**config.mk**
```make
export PLATFORM = sky130hd
export DESIGN_NAME = hex_to_base64_stream
export DESIGN_NICKNAME = d
export VERILOG_FILES = /design/src/rtl/h2b_pkg.sv /design/src/rtl/h2b_front.sv /design/src/rtl/h2b_queue.sv /design/src/rtl/h2b_back.sv /design/src/rtl/hex_to_base64_stream.sv
export SDC_FILE = /design/constraint.sdc
export NUM_CORES = 1
export LEC_CHECK = 0
export BUFFER_PORTS_ARGS = -buffer_cell sky130_fd_sc_hd__buf_2
export CORE_MARGIN = 3
export CORE_UTILIZATION = 55
export DETAILED_ROUTE_END_ITERATION = 16
export MAX_ROUTING_LAYER = met4
export PLACE_DENSITY = 0.79
export SYNTH_ARGS = -nofsm -noshare
export SYNTH_HDL_FRONTEND = slang
export SYNTH_HIERARCHICAL = 1
export SYNTH_SLANG_ARGS = --single-unit
```
**constraint.sdc**
```tcl
create_clock -name clk -period 5.2 [get_ports clk]
set_input_delay 1.04 -clock clk [delete_from_list [all_inputs] [get_ports clk]]
set_output_delay 1.04 -clock clk [all_outputs]
set_load 0.01 [all_outputs]
```
**src/rtl/h2b_pkg.sv**
```systemverilog
// Shared types, constants and character functions for the hex to Base64 converter.
// Used by every module in rtl/ and by the port checker; depends on nothing.
package h2b_pkg;

	localparam int QUEUE_DEPTH = 4;
	localparam int QUEUE_AW    = $clog2(QUEUE_DEPTH);

	localparam logic [1:0] STATUS_OK        = 2'd0;
	localparam logic [1:0] STATUS_BAD_CHAR  = 2'd1;
	localparam logic [1:0] STATUS_ODD_COUNT = 2'd2;

	localparam logic [7:0] PAD_CHAR = 8'h3D;

	typedef struct packed {
		logic [7:0] hex_char;
		logic       end_of_message;
	} in_word_t;

	typedef struct packed {
		logic [7:0] out_char;
		logic       last_of_message;
		logic [1:0] status;
	} out_word_t;

	// One unit of work for the back end: a Base64 group or a single error word.
	typedef struct packed {
		logic        is_err;
		logic [1:0]  status;
		logic [23:0] group;
		logic [1:0]  pad_count;
		logic        last;
	} job_t;

	// Returns {valid, nibble}.
	function automatic logic [4:0] hex_nibble(input logic [7:0] c);
		logic [4:0] r;
		r = 5'd0;
		case (c) inside
			[8'h30:8'h39]: r = {1'b1, 4'(c - 8'h30)};
			[8'h61:8'h66]: r = {1'b1, 4'(c - 8'h57)};
			[8'h41:8'h46]: r = {1'b1, 4'(c - 8'h37)};
			default:       r = 5'd0;
		endcase
		return r;
	endfunction

	function automatic logic [7:0] b64_char(input logic [5:0] v);
		logic [7:0] r;
		r = 8'd0;
		case (v) inside
			[6'd0:6'd25]:  r = 8'h41 + {2'b00, v};
			[6'd26:6'd51]: r = 8'h61 + {2'b00, v} - 8'd26;
			[6'd52:6'd61]: r = 8'h30 + {2'b00, v} - 8'd52;
			6'd62:         r = 8'h2B;
			default:       r = 8'h2F;
		endcase
		return r;
	endfunction

endpackage

```
**src/rtl/h2b_front.sv**
```systemverilog
// Front end: takes hex characters, tracks nibble and byte grouping, issues jobs.
// Depends on h2b_pkg; feeds h2b_queue.
module h2b_front import h2b_pkg::*; (
	input  logic     clk,
	input  logic     arst_n,
	input  logic     hex_valid,
	output logic     hex_ready,
	input  in_word_t hex_word,
	input  logic     queue_full,
	output logic     push,
	output job_t     push_job
);

	logic [3:0]  pending_q;
	logic        waiting_q;
	logic [15:0] held_q;
	logic [1:0]  count_q;
	logic        discard_q;

	logic [3:0]  pending_d;
	logic        waiting_d;
	logic [15:0] held_d;
	logic [1:0]  count_d;
	logic        discard_d;

	logic        accept;
	logic [4:0]  nib;
	logic        eom;
	logic [7:0]  byte_val;

	assign hex_ready = !queue_full;
	assign accept    = hex_valid && hex_ready;
	assign nib       = hex_nibble(hex_word.hex_char);
	assign eom       = hex_word.end_of_message;
	assign byte_val  = {pending_q, nib[3:0]};

	always_comb begin
		pending_d = pending_q;
		waiting_d = waiting_q;
		held_d    = held_q;
		count_d   = count_q;
		discard_d = discard_q;
		push      = 1'b0;
		push_job  = '{is_err: 1'b0, status: STATUS_OK, group: 24'd0,
			pad_count: 2'd0, last: eom};
		if (accept) begin
			if (discard_q) begin
				if (eom) begin
					discard_d = 1'b0;
					pending_d = 4'd0;
					waiting_d = 1'b0;
					held_d    = 16'd0;
					count_d   = 2'd0;
				end
			end else if (eom && !waiting_q) begin
				pending_d       = 4'd0;
				waiting_d       = 1'b0;
				held_d          = 16'd0;
				count_d         = 2'd0;
				push            = 1'b1;
				push_job.is_err = 1'b1;
				push_job.status = STATUS_ODD_COUNT;
				push_job.last   = 1'b1;
			end else if (!nib[4]) begin
				pending_d       = 4'd0;
				waiting_d       = 1'b0;
				held_d          = 16'd0;
				count_d         = 2'd0;
				discard_d       = !eom;
				push            = 1'b1;
				push_job.is_err = 1'b1;
				push_job.status = STATUS_BAD_CHAR;
				push_job.last   = 1'b1;
			end else if (!waiting_q) begin
				pending_d = nib[3:0];
				waiting_d = 1'b1;
			end else begin
				pending_d = 4'd0;
				waiting_d = 1'b0;
				if (count_q >= 2'd2) begin
					push           = 1'b1;
					push_job.group = {held_q, byte_val};
					held_d         = 16'd0;
					count_d        = 2'd0;
				end else if (eom) begin
					push = 1'b1;
					if (count_q == 2'd0) begin
						push_job.group     = {byte_val, 16'd0};
						push_job.pad_count = 2'd2;
					end else begin
						push_job.group     = {held_q[7:0], byte_val, 8'd0};
						push_job.pad_count = 2'd1;
					end
					held_d  = 16'd0;
					count_d = 2'd0;
				end else begin
					held_d  = {held_q[7:0], byte_val};
					count_d = count_q + 2'd1;
				end
			end
		end
	end

	always_ff @(posedge clk or negedge arst_n) begin
		if (!arst_n) begin
			pending_q <= 4'd0;
			waiting_q <= 1'b0;
			held_q    <= 16'd0;
			count_q   <= 2'd0;
			discard_q <= 1'b0;
		end else begin
			pending_q <= pending_d;
			waiting_q <= waiting_d;
			held_q    <= held_d;
			count_q   <= count_d;
			discard_q <= discard_d;
		end
	end

endmodule

```
**src/rtl/h2b_queue.sv**
```systemverilog
// Job queue between the front and back ends, QUEUE_DEPTH entries deep.
// Depends on h2b_pkg.
module h2b_queue import h2b_pkg::*; (
	input  logic clk,
	input  logic arst_n,
	input  logic push,
	input  job_t push_job,
	output logic full,
	input  logic pop,
	output job_t head_job,
	output logic empty
);

	localparam logic [QUEUE_AW:0] DEPTH_CNT = (QUEUE_AW + 1)'(QUEUE_DEPTH);

	job_t                mem_q [QUEUE_DEPTH];
	logic [QUEUE_AW-1:0] wr_ptr_q;
	logic [QUEUE_AW-1:0] rd_ptr_q;
	logic [QUEUE_AW:0]   count_q;

	assign full     = (count_q == DEPTH_CNT);
	assign empty    = (count_q == '0);
	assign head_job = mem_q[rd_ptr_q];

	always_ff @(posedge clk) begin
		if (push) begin
			mem_q[wr_ptr_q] <= push_job;
		end
	end

	always_ff @(posedge clk or negedge arst_n) begin
		if (!arst_n) begin
			wr_ptr_q <= '0;
			rd_ptr_q <= '0;
			count_q  <= '0;
		end else begin
			if (push) begin
				wr_ptr_q <= wr_ptr_q + 1'b1;
			end
			if (pop) begin
				rd_ptr_q <= rd_ptr_q + 1'b1;
			end
			case ({push, pop})
				2'b10:   count_q <= count_q + 1'b1;
				2'b01:   count_q <= count_q - 1'b1;
				default: count_q <= count_q;
			endcase
		end
	end

endmodule

```
**src/rtl/h2b_back.sv**
```systemverilog
// Back end: takes jobs from the queue and sends them out one word per cycle while b64_ready allows.
// Depends on h2b_pkg; fed by h2b_queue.
module h2b_back import h2b_pkg::*; (
	input  logic      clk,
	input  logic      arst_n,
	input  logic      queue_empty,
	input  job_t      head_job,
	output logic      pop,
	output logic      b64_valid,
	input  logic      b64_ready,
	output out_word_t b64_word
);

	job_t      job_q;
	logic      busy_q;
	logic [1:0] idx_q;
	logic      out_valid_q;
	out_word_t out_q;

	logic      load_out;
	logic      emit;
	logic      final_word;
	out_word_t word;
	logic [5:0] sext;

	assign load_out   = !out_valid_q || b64_ready;
	assign emit       = busy_q && load_out;
	assign final_word = job_q.is_err || (idx_q == 2'd3);
	assign pop        = !queue_empty && (!busy_q || (emit && final_word));

	always_comb begin
		case (idx_q)
			2'd0:    sext = job_q.group[23:18];
			2'd1:    sext = job_q.group[17:12];
			2'd2:    sext = job_q.group[11:6];
			default: sext = job_q.group[5:0];
		endcase
		word.out_char        = b64_char(sext);
		word.last_of_message = 1'b0;
		word.status          = STATUS_OK;
		if (job_q.is_err) begin
			word.out_char        = 8'd0;
			word.last_of_message = 1'b1;
			word.status          = job_q.status;
		end else begin
			if ((idx_q == 2'd2 && job_q.pad_count == 2'd2) ||
			    (idx_q == 2'd3 && job_q.pad_count != 2'd0)) begin
				word.out_char = PAD_CHAR;
			end
			word.last_of_message = (idx_q == 2'd3) && job_q.last;
		end
	end

	always_ff @(posedge clk) begin
		if (pop) begin
			job_q <= head_job;
		end
		if (emit) begin
			out_q <= word;
		end
	end

	always_ff @(posedge clk or negedge arst_n) begin
		if (!arst_n) begin
			busy_q      <= 1'b0;
			idx_q       <= 2'd0;
			out_valid_q <= 1'b0;
		end else begin
			if (pop) begin
				busy_q <= 1'b1;
				idx_q  <= 2'd0;
			end else if (emit) begin
				if (final_word) begin
					busy_q <= 1'b0;
				end else begin
					idx_q <= idx_q + 2'd1;
				end
			end
			if (load_out) begin
				out_valid_q <= emit;
			end
		end
	end

	assign b64_valid = out_valid_q;
	assign b64_word  = out_q;

endmodule

```
**src/rtl/hex_to_base64_stream.sv**
```systemverilog
// Streaming hex to Base64 converter, top level. Depends on h2b_pkg, h2b_front,
// h2b_queue and h2b_back. A job from the front end is registered into a queue entry,
// then into the back end's job register, and its words into the output register.
// Throughput: one hex word per cycle in and one Base64 word per cycle out; the output
// port sets the pace, and the four-entry job queue holds hex_ready low only when it fills.
// Reset (arst_n low) clears all grouping state, the queue and the output register at once.
module hex_to_base64_stream import h2b_pkg::*; (
	input  logic      clk,
	input  logic      arst_n,
	input  logic      hex_valid,
	output logic      hex_ready,
	input  in_word_t  hex_word,
	output logic      b64_valid,
	input  logic      b64_ready,
	output out_word_t b64_word
);

	// The front end turns each accepted hex word into at most one job: a full
	// three-byte group, a padded group at message end, or an error word.
	logic queue_full;
	logic queue_empty;
	logic push;
	logic pop;
	job_t push_job;
	job_t head_job;

	h2b_front u_front (
		.clk        (clk),
		.arst_n     (arst_n),
		.hex_valid  (hex_valid),
		.hex_ready  (hex_ready),
		.hex_word   (hex_word),
		.queue_full (queue_full),
		.push       (push),
		.push_job   (push_job)
	);

	// The queue decouples the two halves so a stalled output does not stop
	// input until several jobs are waiting.
	h2b_queue u_queue (
		.clk      (clk),
		.arst_n   (arst_n),
		.push     (push),
		.push_job (push_job),
		.full     (queue_full),
		.pop      (pop),
		.head_job (head_job),
		.empty    (queue_empty)
	);

	// The back end expands each job into one to four registered output words,
	// and loads the next job in the same cycle that the last word goes out.
	h2b_back u_back (
		.clk         (clk),
		.arst_n      (arst_n),
		.queue_empty (queue_empty),
		.head_job    (head_job),
		.pop         (pop),
		.b64_valid   (b64_valid),
		.b64_ready   (b64_ready),
		.b64_word    (b64_word)
	);

endmodule

```
==> results of run 1 <==
## power breakdown
group | internal, W | switching (W) | total, W
sequential | 0.00205 | 0.000162 | 0.00221
combinational | 0.000665 | 0.000905 | 0.00157
clock | 0.000865 | 0.000538 | 0.00140
total | 0.00358 | 0.00161 | 0.00518
## flip-flops by register name, summed over array words and instances, names as in the netlist, 3 cells and up
signal,flops
u_back/b64_word,11
u_back/job_q,30
u_front/held_q,16
u_front/pending_q,4
u_queue/count_q,3
u_queue/mem_q,120
## layout by cell type, fill, tap and decap left out, types with 5 or more instances in the layout
cell,netlist,final
buf_4,1,7
and2_1,12,12
nand2_1,23,23
bufinv_16,0,5
nor2b_1,7,7
a21oi_1,20,20
o2bb2ai_1,5,5
a22o_1,22,22
ha_1,20,20
nor3_1,5,5
xnor2_1,9,9
dfrtp_1,35,34
nor2_1,29,28
mux2i_1,9,9
mux4_2,28,28
and3_1,5,5
a21o_1,5,5
inv_1,26,26
a222oi_1,5,5
buf_2,6,25
nand2b_1,7,7
mux2_2,5,5
clkbuf_16,0,17
edfxtp_1,161,161
## cell families (layout without fill, tap and decap cells)
family,count (synthesis),count (layout),share of synthesized area (%)
fa+ha+maj,21,21,3.13
simple gates,110,110,6.82
mux,44,44,9.60
flops,196,196,66.1
xor+xnor,13,13,1.32
buf+inv,49,92,3.29
compound gates,105,105,9.73
## through the flow
step,power [W],utilization (%),area (µm²)
floorplan,0.00348,-,8640
global placement,0.00376,58.4,8910
detailed placement,0.00380,58.4,8910
CTS,0.00522,62.6,9560
global route,0.00545,62.6,9560
finish,0.00518,62.6,9560
## layout make-up
class,count,area share (%)
flip-flops and latches,196,59.8
clock buffers,19,4.64
inverters,28,1.13
well taps,211,2.76
clock inverters,13,2.15
multi-input cells,293,27.7
repair buffers,32,1.86
## final timing paths
check	end	slack (ps)	cells after the start
min in group asynchronous	u_front/held_q[11]	720	1
min reg2reg	u_queue/count_q[2]	510	1
min	u_queue/count_q[2]	510	1
max in group asynchronous	u_queue/rd_ptr_q[0]	3870	1
max reg2reg	u_back/b64_word[9]	1800	8
max	u_queue/count_q[2]	1690	15
## worst max-delay path, cell delays in order
cell and delay [ps]:
buf_2 150, inv_1 60, ha_1 260, o21bai_1 300
a21oi_4 140, nor2_2 390, inv_1 110, a21oi_1 440
inv_1 90, ha_1 240, inv_1 70, fa_1 170
xor2_1 150, nor2_1 60, xor2_1 140
## routing by layer
metal  vias up  wire length, µm
met5         -                0
met4         0              280
met3        23              661
met2       132             8360
met1      2411             6790
li1       2155                -
==> impl_results.md, run 1 <==
* HP Class: reg2reg
* Setup TNS at 0 ps
* Synth area leader: edfxtp_1
* Synth top area share at 56.0%
* FF-to-FF Start: u_back/idx_q[1]
* RePlAce Congestion at ~0.91
* Area of the mapped netlist at 8640 µm²
* Clock skew at 9.00 ps
* Min cycle time layout at 3510 ps
* Pre-antenna DRT Iters at 6
* GR Util met3 at around 4%
* CTS tree: yes
* Hold-fix buffers, CTS at 0
* Synthesis Warnings at 6
* Postcts setup bufs at 0
* Max_cap viols at 0
* Synth cell types at 69
* Root buf cell: clkbuf_16
* Nets@finish at between 600 and 700
* EDFF count, synth at 161
* Non-filler cells in the finished layout at 792
* Dpl cells at 760
* Most common cell in the netlist: edfxtp_1
* Busiest grt layer: met2
* Fin crit share at 67.5%
* Post-place setup slack at 1270 ps
* Hold Fails Final Rpt at 0
* Initial Util at 56.6%
* Antenna Nets Post-Route at 0
* Die area at 17200 µm²
* Commonest cells in the synthesized netlist: 161 x edfxtp_1, 35 x dfrtp_1, 29 x nor2_1, 28 x mux4_2, 26 x inv_1
* Die W at 131 µm
* Multi-input gate area at 2650 µm²
* Cells after Synth at 538
* Vias per cell at 5.96
* Relative max-transition margin at 26.1%
* Critical Path Sink Type: flop
* Critical Path AT at around 3800 ps
* DP Wirelength at ~11000 µm
* Final hold slack at 505 ps
* Sequential area share after synthesis at 66.1%
* CP Launch Type: primary input
* Layout cells sized above 1 at 20.3%
* Cts repair resizes at 0
* Number of synthesized register bits at 196
* Number of global-route vias before repair at 4833
* ANT cells at 0
* Total CTS buffers at 17
* GRT Residual Overflow at 0
* Routed WL per cell at 20.3 µm
* RSZ-0062 raised after global routing: false
* Met2 usage at approximately 34%
* Status: finished, final reports clean
* Global Route Usage Sum at 20.3%
* Slew Viols, Final at 0
* Fillers at 1080
* Vias at approximately 4700
* Clock slew at reported path FFs at 60 ps
* CP required at 5510 ps
* Area grow syn2layout at 10.6%
* Mapped Avg Cell Area at ~16 µm²
* Ys async rst share at 17.9%
* Top_reg_cell synth: edfxtp_1
* Setup Crit Path Kind: in2reg
* Critical Path Source: hex_word[1]
* Final WL at 16100 µm
* Die height at 131 µm
* Initial DRC Count at 340
* Syn_nets at 572
* Core Area at around 15000 µm²
* Peak supply drop at 0.000226 V
* Input/output buffers at 25
* Leading post-synthesis cells by cell area: edfxtp_1 56%, dfrtp_1 10%, mux4_2 7.3%
* P_leak at 3.51 nW
* # clock sinks at 196
* H-tree levels at 4
* Min setup slack post-route at 1690 ps
* Slew of the pin with the lowest slew margin at around 1100 ps
* Met1 usage at between 20% and 30%
* Maximum fanout along the worst path at 8
* First-pass GRT wire length at around 26000 µm
* # DRC at 0
* Initial antenna violation count at 0
* PwrDens at 542 nW/µm²
* IO Pins at 26
* Site Rows at 45
* Clock Path Buffers at 2
* Clock Latency Late Sink at 430 ps
* Hold Crit Start: u_queue/count_q[2]
* Peak Freq at 0.285 GHz
* Largest net degree at the start of global routing at 36
* Register area at 5710 µm²
* # setup viols final at 0
No activity file was read; power rests on OpenSTA's default activity.
==> run 2: changes to the inputs <==
clock period = 3.35 ns   (was 5.2 ns; I/O delays follow)
==> run 2 against run 1 <==
- combinational power is 62% higher
- worst setup slack got worse by 1500 ps
- utilization is 0.58 points higher
- sequential power rose by 53%
- register-to-register slack worse by 1600 ps
- largest power group unchanged
==> impl_results.md, run 2 (same netlist as run 1, synthesis figures left out) <==
* Area grow syn2layout at 11.6%
* Critical Path AT at 3360 ps
* Hold-fix buffers, CTS at 0
* Initial Util at 56.6%
* Initial DRC Count at roughly 450
* Slew Viols, Final at 0
* P_leak at 3.54 nW
* Relative max-transition margin at 40.3%
* Placed inst area at 9050 µm²
* Cts repair resizes at 0
* Maximum fanout along the worst path at 14
* Largest net degree at the start of global routing at 36
* Antenna Nets Post-Route at 0
* Final WL at roughly 16000 µm
* Global Route Usage Sum at 20.4%
* Die W at 131 µm
* # DRC at 0
* Peak supply drop at 0.000440 V
* Routed WL per cell at 20.1 µm
* Status: finished, final reports clean
* Clock Latency Late Sink at 430 ps
* Sw Ratio at between 30% and 40%
* Most frequent cells in the layout: 161 x edfxtp_1, 34 x dfrtp_1, 28 x nor2_1, 28 x mux4_2, 26 x inv_1
* Peak Freq at 0.321 GHz
* ANT cells at 0
* Sequential Power Share at a little over two fifths
* HP Class: in2async
* Min cycle time layout at 3120 ps
* Largest register by flop count: u_queue/mem_q
* Core Area at 15300 µm²
* Fin crit share at approximately 93%
* Cell area after layout at 9640 µm²
* H-tree levels at 4
* Max_cap viols at 0
* Vias per cell at 5.91
* # setup viols final at 0
* Clock Path Buffers at 2
* First-pass GRT wire length at 26400 µm
* Hold Fails Final Rpt at 0
* Final Core Density at 63.2%
* Register area at 5710 µm²
* Total CTS buffers at 17
* PwrDens at between 800 and 900 nW/µm²
* Vias at 4755
* Dpl cells at 772
* Commonest non-fill, non-tap cell in the layout: edfxtp_1
* Die area at 17200 µm²
* RePlAce Congestion at 0.875
* Nets@finish at 614
* GRT Residual Overflow at 0
* Die height at 131 µm
* Max reg flops at 120
* DP Wirelength at 10800 µm
* RSZ-0062 raised after global routing: false
* Multi-input gate area at 2650 µm²
* Clock skew at 6.11 ps
* Fillers at 1036
* IO Pins at 26
* Input/output buffers at 25
* Min setup slack post-route at roughly 230 ps
* Initial antenna violation count at 0
* # clock sinks at slightly below 200
* Combinational Power Share at 32.1%
* Final hold slack at 340 ps
* Post-place setup slack at -14.0 ps
* Layout cells sized above 1 at 22.1%
* Slew of the pin with the lowest slew margin at 894 ps
* Clock slew at reported path FFs at approximately 70 ps
* Site Rows at 45
* Non-filler cells in the finished layout at ~800
* Pre-antenna DRT Iters at 9
* Clock power share at 25.3%
* CTS tree: yes
* Setup Crit Path Kind: reg2reg
* CP Launch Type: flop
* Number of global-route vias before repair at 4807
* Critical Path Sink Type: flop
* Largest registers: u_queue/mem_q (120), u_back/job_q (30), u_front/held_q (16)
* P_int at 0.00544 W
* Switching power total at 0.00251 W
* Postcts setup bufs at 0
* Root buf cell: clkbuf_16
* CP required at 3590 ps
run 2: cell count changes in the layout (fill, tap and decap cells not counted), moves of 2 or more:
cell / before / now
clkbuf_8: 1 / 3
buf_12: 0 / 4
clkinv_4: 2 / 0
bufinv_16: 5 / 2
buf_4: 7 / 15
clkinvlp_4: 2 / 7
run 2: final cells by class:
type	instances	share of cell area, %
clock buffers	21	4.88
clock inverters	11	1.31
inverters	28	1.12
multi-input cells	293	27.4
flip-flops and latches	196	59.2
well taps	211	2.74
repair buffers	44	3.30
run 2: final timing paths:
kind	to	cells after the start	start	slack, ps
max	u_back/b64_word[9]	10	u_back/idx_q[0]	230
min reg2reg	u_front/held_q[8]	1	u_front/held_q[8]	510
min in group clk	u_front/held_q[8]	1	u_front/held_q[8]	510
max in group asynchronous	u_queue/rd_ptr_q[0]	1	arst_n	2430
max reg2reg	u_back/b64_word[9]	10	u_back/idx_q[0]	230
min	u_front/held_q[10]	1	arst_n	340
run 2: power groups by stage:
stage | Sequential (W) | Combinational (W) | Clock [W]
2_1_floorplan | 0.00336 | 0.00204 | 0
3_3_place_gp | 0.00342 | 0.00249 | 0
3_5_place_dp | 0.00344 | 0.00254 | 0
4_1_cts | 0.00340 | 0.00255 | 0.00205
5_1_grt | 0.00344 | 0.00280 | 0.00215
6_report | 0.00339 | 0.00255 | 0.00201
run 2: metrics by stage:
step                setup TNS [ps]  power [W]
floorplan                        0    0.00540
global placement                 0    0.00590
detailed placement           -14.0    0.00598
CTS                              0    0.00800
global route                     0    0.00839
finish                           0    0.00795
run 2: critical path, stage by stage, from the launching register on:
cell and delay (ps):
dfrtp_1 410, ha_1 560, a21oi_1 90, a22o_1 320, inv_1 190, ha_1 170, nor2_1 60, o211ai_1 240
nor2b_1 480, nor2_1 130, a311oi_1 280
run 2: routing by layer:
metal / vias to the layer above / wire length [µm] / track usage (%)
li1: 2185 / - / -
met1: 2356 / 6700 / 26.3
met2: 191 / 8170 / 33.0
met3: 23 / 1040 / 3.98
met4: 0 / 288 / 6.83
met5: - / 0 / -
